<file path="config.mk">
export PLATFORM = sky130hd
export DESIGN_NAME = pip_cfg_regs
export DESIGN_NICKNAME = d
export VERILOG_FILES = /design/src/rtl/pip_pkg.sv /design/src/rtl/pip_cfg_regs.sv
export SDC_FILE = /design/constraint.sdc
export NUM_CORES = 1
export LEC_CHECK = 0
export BUFFER_PORTS_ARGS = -buffer_cell sky130_fd_sc_hd__buf_2
export CORE_MARGIN = 3
export CORE_UTILIZATION = 40
export DETAILED_ROUTE_END_ITERATION = 12
export GPL_TIMING_DRIVEN = 0
export PLACE_DENSITY = 0.77
export SYNTH_ARGS = -nofsm -noshare
export SYNTH_HDL_FRONTEND = slang
export SYNTH_SLANG_ARGS = --single-unit
export TNS_END_PERCENT = 100
</file>
<file path="constraint.sdc">
create_clock -name clk -period 1.6 [get_ports clk]
set_input_delay 0.08 -clock clk [delete_from_list [all_inputs] [get_ports clk]]
set_output_delay 0.08 -clock clk [all_outputs]
set_load 0.1 [all_outputs]
</file>
<file path="src/rtl/pip_pkg.sv">
// Shared types, constants and rounding helper for the PID block.
`timescale 1ns / 1ps

package pip_pkg;

    localparam int ERR_W  = 26;
    localparam int ACC_W  = 58;
    localparam int DRV_W  = 40;
    localparam int IDX_W  = 3;

    // Q.16 weights for older (0.92) and newest (1.08) errors
    localparam logic signed [17:0] W_OLD_Q16 = 18'sd60293;
    localparam logic signed [17:0] W_NEW_Q16 = 18'sd70779;

    localparam logic signed [DRV_W-1:0] DRIVE_MAX = {1'b0, {(DRV_W-1){1'b1}}};
    localparam logic signed [DRV_W-1:0] DRIVE_MIN = {1'b1, {(DRV_W-1){1'b0}}};

    typedef enum logic [IDX_W-1:0] {
        REG_MODE         = 3'd0,
        REG_GAIN_P       = 3'd1,
        REG_GAIN_I       = 3'd2,
        REG_GAIN_D       = 3'd3,
        REG_INTEGRAL_MAX = 3'd4,
        REG_INTEGRAL_MIN = 3'd5
    } cfg_reg_t;

    typedef struct packed {
        logic               mode;
        logic signed [15:0] gain_p;
        logic signed [15:0] gain_i;
        logic signed [15:0] gain_d;
        logic signed [31:0] integral_max;
        logic signed [31:0] integral_min;
    } cfg_t;

    typedef struct packed {
        logic                    valid;
        logic signed [15:0]      err;
        logic signed [ERR_W-1:0] err_w;
    } s1_t;

    // Round a Q.24 product to Q.8, nearest, ties toward plus infinity
    function automatic logic signed [ERR_W-1:0] round_q16(input logic signed [43:0] x);
        logic signed [43:0] sum;
        begin
            sum = x + 44'sd32768;
            return sum[ERR_W+15:16];
        end
    endfunction

endpackage

</file>
<file path="src/rtl/pip_cfg_regs.sv">
// Configuration register file for the PID block.
`timescale 1ns / 1ps

module pip_cfg_regs
    import pip_pkg::*;
(
    input  logic             clk,
    input  logic             rst_n,
    input  logic             cfg_valid,
    output logic             cfg_ready,
    input  logic [IDX_W-1:0] cfg_index,
    input  logic [31:0]      cfg_data,
    output cfg_t             cfg
);

    cfg_t cfg_reg;
    cfg_t cfg_next;

    assign cfg_ready = 1'b1;
    assign cfg      = cfg_reg;

    always_comb
    begin
        cfg_next = cfg_reg;
        if (cfg_valid)
        begin
            case (cfg_reg_t'(cfg_index))
                REG_MODE:         cfg_next.mode         = cfg_data[0];
                REG_GAIN_P:       cfg_next.gain_p       = cfg_data[15:0];
                REG_GAIN_I:       cfg_next.gain_i       = cfg_data[15:0];
                REG_GAIN_D:       cfg_next.gain_d       = cfg_data[15:0];
                REG_INTEGRAL_MAX: cfg_next.integral_max = cfg_data;
                REG_INTEGRAL_MIN: cfg_next.integral_min = cfg_data;
                default:          cfg_next = cfg_reg;
            endcase
        end
    end

    always_ff @(posedge clk or negedge rst_n)
    begin
        if (!rst_n)
        begin
            cfg_reg.mode         <= 1'b0;
            cfg_reg.gain_p       <= '0;
            cfg_reg.gain_i       <= '0;
            cfg_reg.gain_d       <= '0;
            cfg_reg.integral_max <= 32'sh7fff_ffff;
            cfg_reg.integral_min <= 32'sh8000_0000;
        end
        else
        begin
            cfg_reg <= cfg_next;
        end
    end

endmodule

</file>
# Yosys cells after proc, flatten, opt, wreduce, memory -nomap -nowiden
# Index checks and enable logic that the tools add are counted.
# word_totals
regBits,113
out_inout_bits,114
in_bits,38
# op_classes
n_reduce_logical,7
n_eq_ne,5
# ops
op,n
2-bit AND reduction,6
3-bit by 2-bit equality test with 1-bit output (second input constant),2
3-bit equality test (second input constant),2
3-bit by 1-bit equality test with 1-bit output (second input constant),1
3-bit logical NOT,1

# Depth between registers and ports, before layout
# depth
ltp_word,2
mapped_depth,4
mapped_depth_nobuf,2

# Worst setup path before layout
# No wires, ideal clock.
# synth_path
path_kind,register -> register
startpoint,register cfg[105] (netlist name)
endpoint,"register cfg_reg, in the netlist cfg[105]"
arrival_time_ns,1.152
slack_ns,0.320
period_less_slack_ns,1.280
path_buffers,0
setup_ns,0.128
stages_incl_launch_ff,2
cell_sequence,dfrtp_1 mux2_1
# synth_lines
item,line,source
"end signal, assigned",pip_cfg_regs.sv:52,cfg_reg <= cfg_next;
"end, declared",pip_cfg_regs.sv:16,cfg_t cfg_reg;

# Worst setup path after layout
# layout_path
startpoint,"register cfg_reg, in the netlist cfg[45]"
endpoint,output port cfg[45] in the netlist's numbering
# layout_lines
item,line,source
"end, declared",pip_cfg_regs.sv:13,output cfg_t cfg
# No word-level cell between the ends.

==> summary.md <==
| Metric | Value |
|---|---|
| Drt drc | `0` |
| Slew Viols, Final | `0` |
| Detail Route Antenna Nets | `0` |
| Fin crit period | `1530 ps` |
| Period utilization | `95.4%` |
| Vias/cell | `4.75` |
| Place WS | `171 ps` |
| WP buf/inv | `1` |
| Total negative slack | `0 ps` |
| H-tree depth | `4` |
| Skew final | `0 ps` |
| Final setup vio count | `0` |
| # rows | `37` |
| GP Congestion | `0.678` |
| Post-synthesis sequential area ratio | `65.7%` |
| Clock Path Buffers | `2` |
| Final HPWL DP | `6980 um` |
| Largest register FFs | `113` |
| Routed wl met3 | `629 um` |
| Clock sink count | `113` |
| Worst setup SP type | `flop` |
| Starting Density | `41.7%` |
| Simple-gate area share of the yosys netlist | `1.55%` |
| Max Freq | `655 MHz` |
| Gate Count Post-Synth | `246` |
| Largest net degree at the start of global routing | `64` |
| Detailed router's first-iteration violation count | `56` |
| Largest family of logic cells by synthesized area | `multiplexers` |
| Post-CTS setup buffers | `0` |
| CTS tree | `yes` |
| Cell breakdown of the critical path | `buf_2` |
| Total Routing Usage GR | `17.2%` |
| Post-Syn Nets | `284` |
| Maximum fanout along the worst path | `2` |
| WL/cell | `16.9 um` |
| Syn Std Cell Area | `0.00436 mm^2` |
| Cts repair resizes | `0` |
| PnR worst setup slack | `73.8 ps` |
| Core ar. | `0.0105 mm^2` |
| Vias | `2843` |
| Xor/xnor cell area share of the yosys netlist | `0%` |
| Layout cells sized above 1 | `64.8%` |
| Final nets | `488` |
| First-pass GRT wire length | `16500 um` |
| Slowest CP cell | `dfstp_2` |
| Ant diodes | `0` |
| Grt total ovfl | `0` |
| Port Buffer Count | `150` |
| Mux cell area share after synthesis | `30.0%` |
| FF+latch area | `0.00287 mm^2` |
| Synth Area in Adders | `0%` |
| Num CTS Buffers | `17` |
| Area of the multi-input gates | `0.00138 mm^2` |
| Vias in the first global route | `3135` |
| Die area | `0.0122 mm^2` |
| Syn Area/Cell | `17.7 um^2` |
| Ports | `152` |
| Critical path data required time | `1520 ps` |
| Hold Path Class | `input port to flop` |
| Crit-path leading delay family | `flip-flops` |
| Worst-margin pin slew | `666 ps` |
| Crit path arrival time | `1450 ps` |
| Synthesized flop and latch total | `113` |
| Setup crit end kind | `output pin` |
| Slew headroom | `55.6%` |
| Outcome | `completed` |
| Clock-pin slew of the registers on the worst-case setup and hold paths | `50 ps` |
| Layout Area Growth over Synthesis | `42.7%` |
| Die width | `110 um` |
| Synth Area in Compound Gates | `0%` |
| RSZ-0062 raised after global routing | `no` |
| DR top layer | `met4` |
| First-pass iteration count of the detailed router | `4` |
| Max_cap viols | `0` |
| Synth unique cells | `15` |
| Root Driver | `clkbuf_8` |
| Setup CP Type | `flop to output pin` |
| WL final | `10100 um` |
| FILL cells | `824` |
| Crit path largest cell delay | `540 ps` |
| Final Hold Fails | `0` |
| Yosys Warn Count | `0` |
| Die H | `110 um` |
| DRT met1 WL | `4340 um` |
| Worst-Skew Late Latency | `480 ps` |
| Initial antenna violation count | `0` |
| Wire length on met2 | `5070 um` |
==> routing by layer <==
metal  vias to the layer above  GRT usage [%]
met1                      1440           20.9
met3                         9           5.86
met2                       102           28.9
met5                         -              0
li1                       1292              -
met4                         0           5.25
==> area by class of cell <==
| type | count | share of cell area, % |
|---|---|---|
| clock buffers | 22 | 7.44 |
| repair buffers | 185 | 18.0 |
| multi-input cells | 120 | 22.2 |
| clock inverters | 10 | 1.75 |
| flip-flops and latches | 113 | 46.1 |
| well taps | 136 | 2.73 |
| plain buffers | 13 | 1.81 |
==> layout by cell type, fill, tap and decap left out <==
master | synthesis | final
nor4b_1 | 1 | 1
mux2_2 | 63 | 63
buf_16 | 0 | 1
clkbuf_8 | 0 | 4
dlygate4sd3_1 | 0 | 34
mux2_4 | 10 | 10
buf_4 | 2 | 3
clkinvlp_4 | 0 | 2
clkbuf_1 | 0 | 2
clkinv_2 | 0 | 5
dfstp_2 | 32 | 32
and4bb_1 | 2 | 2
buf_8 | 3 | 3
mux2_1 | 40 | 40
nand4b_1 | 1 | 1
dfrtp_1 | 81 | 81
buf_6 | 2 | 2
clkbuf_16 | 0 | 16
nand4b_2 | 1 | 1
clkinv_4 | 0 | 1
nor4bb_1 | 1 | 1
conb_1 | 1 | 1
bufinv_16 | 0 | 2
buf_2 | 6 | 155
==> tightest hold or removal path, stage by stage <==
cell	delay, ps
buf_2	130
nor4b_1	70
mux2_2	210
==> cells by family (layout without fill, tap and decap cells) <==
kind of cell,after synthesis,count (layout)
DFF,113,113
buffers and inverters,13,230
muxes,113,113
and+or+nand+nor,6,6
other,1,1
==> per-stage QoR <==
| stage | hold WS, ps | cell area, um^2 | utilization, % | std cells |
|---|---|---|---|---|
| floorplan | -216 | 4360 | - | 246 |
| global placement | 310 | 5280 | 50.5 | 532 |
| detailed placement | 152 | 5310 | 50.8 | 533 |
| CTS | 5.27 | 6220 | 59.5 | 599 |
| global route | 26.5 | 6220 | 59.5 | 599 |
| finish | 39.3 | 6220 | 59.5 | 599 |
==> path summary, 6_finish.rpt <==
kind                                       from                   end  slack (ps)  cells after the start
setup reg to reg           cfg[111]$_DFFE_PN0P_  cfg[111]$_DFFE_PN0P_         810                      1
setup / recovery            cfg[45]$_DFFE_PN1P_               cfg[45]          70                      1
min in group asynchronous                 rst_n   cfg[22]$_DFFE_PN0P_         150                      2
hold reg to reg            cfg[106]$_DFFE_PN0P_  cfg[106]$_DFFE_PN0P_         480                      1
max in group asynchronous                 rst_n   cfg[45]$_DFFE_PN1P_         670                      3
hold / removal                     cfg_index[1]  cfg[112]$_DFFE_PN0P_          40                      3
==> Yosys cell counts (all sizes together) <==
cell type,number,area share [%]
nor4b,1,0.20
conb,1,0.086
mux2,113,30
dfrtp,81,46
nor4bb,1,0.23
and4bb,2,0.57
buf,13,2.6
dfstp,32,19
nand4b,2,0.54
==> repair_timing <==
| item | in CTS | in global routing |
|---|---|---|
| hold endpoints to repair | 150 | 0 |
| endpoints found under the setup margin | 0 | 0 |
| hold buffers | 34 | 0 |
Power is not shown: default switching activity piles up to over one toggle a cycle in this logic, so the estimate is an artifact.
