`config.mk`:
```
export PLATFORM = sky130hd
export DESIGN_NAME = pip_in_stage
export DESIGN_NICKNAME = d
export VERILOG_FILES = /design/src/rtl/pip_pkg.sv /design/src/rtl/pip_in_stage.sv
export SDC_FILE = /design/constraint.sdc
export NUM_CORES = 1
export LEC_CHECK = 0
export CELL_PAD_IN_SITES_DETAIL_PLACEMENT = 1
export CELL_PAD_IN_SITES_GLOBAL_PLACEMENT = 2
export CORE_AREA = 2 2 135 137
export CTS_CLUSTER_SIZE = 28
export DETAILED_ROUTE_END_ITERATION = 8
export DIE_AREA = 0 0 137 139
export DONT_BUFFER_PORTS = 1
export GPL_TIMING_DRIVEN = 0
export PLACE_DENSITY = 0.87
export SLEW_MARGIN = 20
export SYNTH_ARGS = -nofsm -noshare
export SYNTH_HDL_FRONTEND = slang
export SYNTH_SLANG_ARGS = --single-unit
export TNS_END_PERCENT = 50
```
`constraint.sdc`:
```
create_clock -name clk -period 5.2 [get_ports clk]
set_input_delay 0.26 -clock clk [delete_from_list [all_inputs] [get_ports clk]]
set_output_delay 0.26 -clock clk [all_outputs]
set_load 0.03 [all_outputs]
```
`src/rtl/pip_pkg.sv`:
```
// Shared types, constants and rounding helper for the PID block.
`timescale 1ns / 1ps

package pip_pkg;

    localparam int ERR_W  = 26;
    localparam int ACC_W  = 58;
    localparam int DRV_W  = 40;
    localparam int IDX_W  = 3;

    // Q.16 weights for older (0.92) and newest (1.08) errors
    localparam logic signed [17:0] W_OLD_Q16 = 18'sd60293;
    localparam logic signed [17:0] W_NEW_Q16 = 18'sd70779;

    localparam logic signed [DRV_W-1:0] DRIVE_MAX = {1'b0, {(DRV_W-1){1'b1}}};
    localparam logic signed [DRV_W-1:0] DRIVE_MIN = {1'b1, {(DRV_W-1){1'b0}}};

    typedef enum logic [IDX_W-1:0] {
        REG_MODE         = 3'd0,
        REG_GAIN_P       = 3'd1,
        REG_GAIN_I       = 3'd2,
        REG_GAIN_D       = 3'd3,
        REG_INTEGRAL_MAX = 3'd4,
        REG_INTEGRAL_MIN = 3'd5
    } cfg_reg_t;

    typedef struct packed {
        logic               mode;
        logic signed [15:0] gain_p;
        logic signed [15:0] gain_i;
        logic signed [15:0] gain_d;
        logic signed [31:0] integral_max;
        logic signed [31:0] integral_min;
    } cfg_t;

    typedef struct packed {
        logic                    valid;
        logic signed [15:0]      err;
        logic signed [ERR_W-1:0] err_w;
    } s1_t;

    // Round a Q.24 product to Q.8, nearest, ties toward plus infinity
    function automatic logic signed [ERR_W-1:0] round_q16(input logic signed [43:0] x);
        logic signed [43:0] sum;
        begin
            sum = x + 44'sd32768;
            return sum[ERR_W+15:16];
        end
    endfunction

endpackage

```
`src/rtl/pip_in_stage.sv`:
```
// Input register: holds the accepted sample and its 1.08-weighted Q.8 form.
`timescale 1ns / 1ps

module pip_in_stage
    import pip_pkg::*;
(
    input  logic               clk,
    input  logic               rst_n,
    input  logic               in_valid,
    output logic               in_stall,
    input  logic signed [15:0] error_sample,
    input  logic               advance,
    output s1_t                s1
);

    logic                    valid_reg;
    logic                    valid_next;
    logic signed [15:0]      err_reg;
    logic signed [ERR_W-1:0] err_w_reg;
    logic signed [23:0]      err_q8;
    logic signed [43:0]      prod_new;
    logic                    accept;

    assign in_stall = valid_reg && !advance;
    assign accept   = in_valid && !in_stall;

    assign err_q8   = {error_sample, 8'd0};
    assign prod_new = 44'(err_q8) * 44'(W_NEW_Q16);

    always_comb
    begin
        if (accept)
            valid_next = 1'b1;
        else if (advance)
            valid_next = 1'b0;
        else
            valid_next = valid_reg;
    end

    always_ff @(posedge clk or negedge rst_n)
    begin
        if (!rst_n)
            valid_reg <= 1'b0;
        else
            valid_reg <= valid_next;
    end

    always_ff @(posedge clk)
    begin
        if (accept)
        begin
            err_reg   <= error_sample;
            err_w_reg <= round_q16(prod_new);
        end
    end

    assign s1.valid = valid_reg;
    assign s1.err   = err_reg;
    assign s1.err_w = err_w_reg;

endmodule

```
# == Word level (Yosys, flattened, before mapping) ==
# Cells that the tools add are included.
# classes
add_sub_neg,1
multipliers,1
div_mod_pow,0
order_cmp,0
n_eq_ne,0
shifts,0
muxes,2
n_bitwise,0
n_reduce_logical,5
# op_table
operator,count
adder 42 x 17 -> 42 bit (second input constant),1
multiplier 16 x 18 -> 34 bit (second input constant),1
logical AND 1 bit,2
logical NOT 1 bit,2
two-way mux 1 bit,2
nonzero test 2 bit,1
# word_totals
ff_bits,43
latch_bits,0
ramBits,0
romBits,0
inputBits,20
mem_count,0

# == Longest topological paths before layout ==
# logic_depth
word_depth,5
mapped_depth,25
depth_no_buf,23

# == Worst setup path before layout ==
# OpenSTA, ideal clock, no wires.
# synth_path
path_type,input-to-reg
start,input error_sample[4]
end,"register err_w_reg[25], data pin"
arrival_time_ns,6.153
slack_ns,-1.212
cell_stages,24
path_buffers,1
path_cell_list,inv_1 > fa_1 > fa_1 > inv_1 > fa_1 > inv_1 > fa_1 > inv_1 > fa_1 > inv_1 > fa_1 > inv_1 > ha_1 > and4_1 > and2_1 > a22oi_2 > a21oi_1 > a211oi_2 > mux2i_1 > or3_1 > clkbuf_2 > or4_1 > o211ai_1 > nor3_2
# synth_via
elab_chain_cells,2
# synth_rtl
item,line_no,text
"start, declared",pip_in_stage.sv:11,"input logic signed [15:0] error_sample,"
multiplier 16 x 18 -> 34 bit,pip_in_stage.sv:28,assign prod_new = 44'(err_q8) * 44'(W_NEW_Q16);
adder 42 x 17 -> 42 bit,pip_pkg.sv:46,sum = x + 44'sd32768;
"end signal, assigned",pip_in_stage.sv:53,err_w_reg <= round_q16(prod_new);
"end, declared",pip_in_stage.sv:19,logic signed [ERR_W-1:0] err_w_reg;
# Every way passes these cells.
# A chain may end at the register's enable or synchronous reset.

# == Worst setup path after layout ==
# layout_path
start,input error_sample[4]
end,"register err_w_reg[24], data pin"
# The elaborated chain is that of the path after synthesis.

==> impl_metrics.ini <==
[outcome]
status = finished with violations
failed_checks = negative setup slack

[worst_setup_path]
arrival_ns = 6.10
end_kind = flip-flop
criticalPathCategory = primary input to flip-flop
cp-start-kind = primary input
required_ns = 5.24
path_max_fanout = 6

[detailed_routing]
drc = 0
viasPerCell = 5.25
wl_per_cell_um = 18.1
ant_nets = 0
dr_total_vias = 5201
drt_wl_total_mm = 18.0
drtPass1Iterations = 4
drtIter0Drc = 151

[placement]
dp_hpwl_mm = 15.3
gp_congestion = 0.855
portBuffers = 0
dpl.cell_count = 959

[clock_network]
cts_made_buffers = 5
clkLatencyLatePin_ns = 0.31
cts_tree = done
clk_pin_slew_ns = 0.08
root_buffer = clkbuf_16
ctsHtreeMaxLevel = 2
ctsLongestPathBuffers = 2
clock-sinks = 43

[floorplanning]
rows = 49
initial_core_util_pct = 41.0
die_x_um = 137
ios = 64
die_area_um2 = 19000
die_y_um = 139
core_area_um2 = 17700

[sta]
finalClockSkew_ns = 0.0134
rsz0062_at_grt = yes
tightest_slew_ns = 0.677
worst_slew_margin_rel_pct = 54.6
fmax_mhz = 165
min_period_over_period_pct = 117
fin_ws_ns = -0.860
drv_slew = 0
setup_violations = 18
hold_viol = 0
finalCriticalPeriod_ns = 6.06

[worst_hold_path]
min_path_type = primary input to flip-flop

[logic_synthesis]
ys_ff_latch = 43
synthCells = 729
ys_seq_area_share_pct = 17.7
synthesis.area_um2 = 7250
ys_types = 75
synth_flop_cell = edfxtp_1
ys_warn_count = 0
synthArstFlopShare_pct = 2.33
syn_nets = 972
synth_edf_count = 42
synth_area_per_cell_um2 = 9.94

[finish]
drive_gt1_share_pct = 16.3
final_core_util_pct = 46.7
stdcell_count = 990
num-fill-cells = 1979
syn2layout_area_growth_pct = 13.8
antenna_cells = 0
largest_reg_flops = 26
nNetsFinal = 1003

[grt]
grt_max_degree = 26
grt_overflow = 0
antenna_found_initial = 0
grt_pass1_wl_mm = 29.0
gr-usage-all-layers_pct = 19.3
grt_pass1_vias = 5762

[flow_run]
cap_violations = 0
## through the flow
stage | setup slack, ns | hold WS [ns] | setup TNS (ns) | instance area (µm²)
floorplan | -0.828 | -0.0356 | -9.23 | 7310
global placement | -1.32 | -0.0356 | -18.73 | 7600
detailed placement | -1.44 | -0.0355 | -21.22 | 7630
CTS | -0.899 | 0.0365 | -10.62 | 8000
global route | -1.12 | 0.0351 | -14.42 | 8250
finish | -0.860 | 0.0422 | -9.80 | 8250
## placed cells by master (no fill, tap or decap), types with 3 or more instances in the layout
cell type,n
o21ai_0,16
clkbuf_16,5
nor2_1,14
buf_4,24
a211o_1,4
o21ai_2,4
nor3_1,8
nand3_1,8
buf_6,3
o21a_1,4
a21o_1,9
buf_2,3
inv_2,4
ha_1,142
inv_1,146
a31oi_1,3
xor2_2,3
nor2_2,5
fa_1,74
nor3_2,3
ha_2,4
xnor2_1,27
o211ai_1,3
and2_1,4
clkbuf_1,7
nand4_1,9
xor2_1,16
nand3_4,3
nand2_1,39
and3_1,6
nor2_4,3
or2_2,3
o21ai_1,6
a21oi_2,12
a21oi_1,19
xnor2_2,4
edfxtp_1,42
## timing repair
action                                  4_1_cts  5_1_grt
pin swaps                                    15       20
hold buffers                                  1        0
hold endpoints to repair                      1        0
resized for setup                            29       41
buffers inserted                             11       12
endpoints found under the setup margin       21       22
## worst paths after layout
kind / from / endpoint / slack (ns) / cells after the start
max: error_sample[4] / err_w_reg[24]$_DFFE_PP_ / -0.86 / 24
max in group asynchronous: rst_n / valid_reg$_DFFE_PN0P_ / 4.93 / 1
min in group asynchronous: rst_n / valid_reg$_DFFE_PN0P_ / 0.17 / 1
min: error_sample[7] / err_reg[7]$_DFFE_PP_ / 0.04 / 0
max reg2reg: valid_reg$_DFFE_PN0P_ / err_reg[14]$_DFFE_PP_ / 3.65 / 3
min reg2reg: valid_reg$_DFFE_PN0P_ / valid_reg$_DFFE_PN0P_ / 0.56 / 2
## cells by family (layout without fill, tap and decap cells)
group,after synthesis,after routing,synth area share (%)
AOI/OAI and AO/OA,106,106,9.89
xor gates and xnor gates,50,50,6.04
adders and majority gates,224,224,46.4
buffers and inverters,166,198,8.89
DFF,43,43,17.7
muxes,4,4,0.656
and+or+nand+nor,136,136,10.4
## critical path, cell delays in order
cell	delay, ns
clkinvlp_4	0.09
fa_2	0.38
fa_1	0.50
inv_2	0.04
fa_1	0.49
inv_1	0.05
fa_1	0.49
inv_2	0.04
fa_1	0.51
inv_2	0.04
fa_1	0.51
inv_2	0.05
ha_4	0.30
and3_4	0.20
and4bb_1	0.25
a311oi_4	0.07
a211o_1	0.36
a311oi_4	0.36
nand3_4	0.12
nor4b_4	0.30
buf_4	0.17
nand4_1	0.15
nor3_2	0.27
xor2_1	0.09
## per-layer routing
layer	part of all wire [%]	vias up	track usage [%]
met2	54	60	36.1
met5	0	-	0
met4	0.88	0	3.53
met1	42	2616	23.3
li1	-	2517	-
met3	3.0	8	2.81
## synthesized netlist by cell type (all sizes together), types with 2 or more instances
cell type	number	share of area, %
nor2	22	1.2
nand4	9	0.78
o31ai	2	0.21
xor2	19	2.3
buf	7	0.64
nand3	12	1.1
nor4	2	0.26
edfxtp	42	17
a21boi	2	0.21
o211ai	3	0.31
fa	75	21
and4	5	0.64
or3	2	0.17
a21oi	31	2.2
o21ai	27	1.9
nand2b	2	0.17
o21bai	2	0.21
and2	8	0.69
ha	148	26
or2	4	0.35
a2111oi	2	0.26
a311oi	2	0.57
a31oi	3	0.26
xnor2	31	3.7
nor2b	2	0.17
clkbuf	8	0.43
mux2	3	0.52
a211o	4	0.48
inv	151	7.8
and3	8	0.76
o21a	4	0.41
a2bb2oi	2	0.24
nor3	12	0.90
a21o	9	0.93
a211oi	2	0.28
nand2	40	2.1
nor4b	2	0.45
a41oi	2	0.24
## final cells by class
class | count | area [µm²] | share of cell area (%)
Buffer | 14 | 82.6 | 1.00
Clock buffer | 6 | 129 | 1.56
Clock inverter | 2 | 37.5 | 0.455
Inverter | 151 | 571 | 6.92
Multi-Input combinational cell | 520 | 5640 | 68.4
Sequential cell | 43 | 1290 | 15.6
Tap cell | 229 | 287 | 3.47
Timing Repair Buffer | 25 | 214 | 2.59
Power is left out: the tool's default activity adds up to more than one toggle a clock period on the data nets, which glitch-free logic cannot reach.
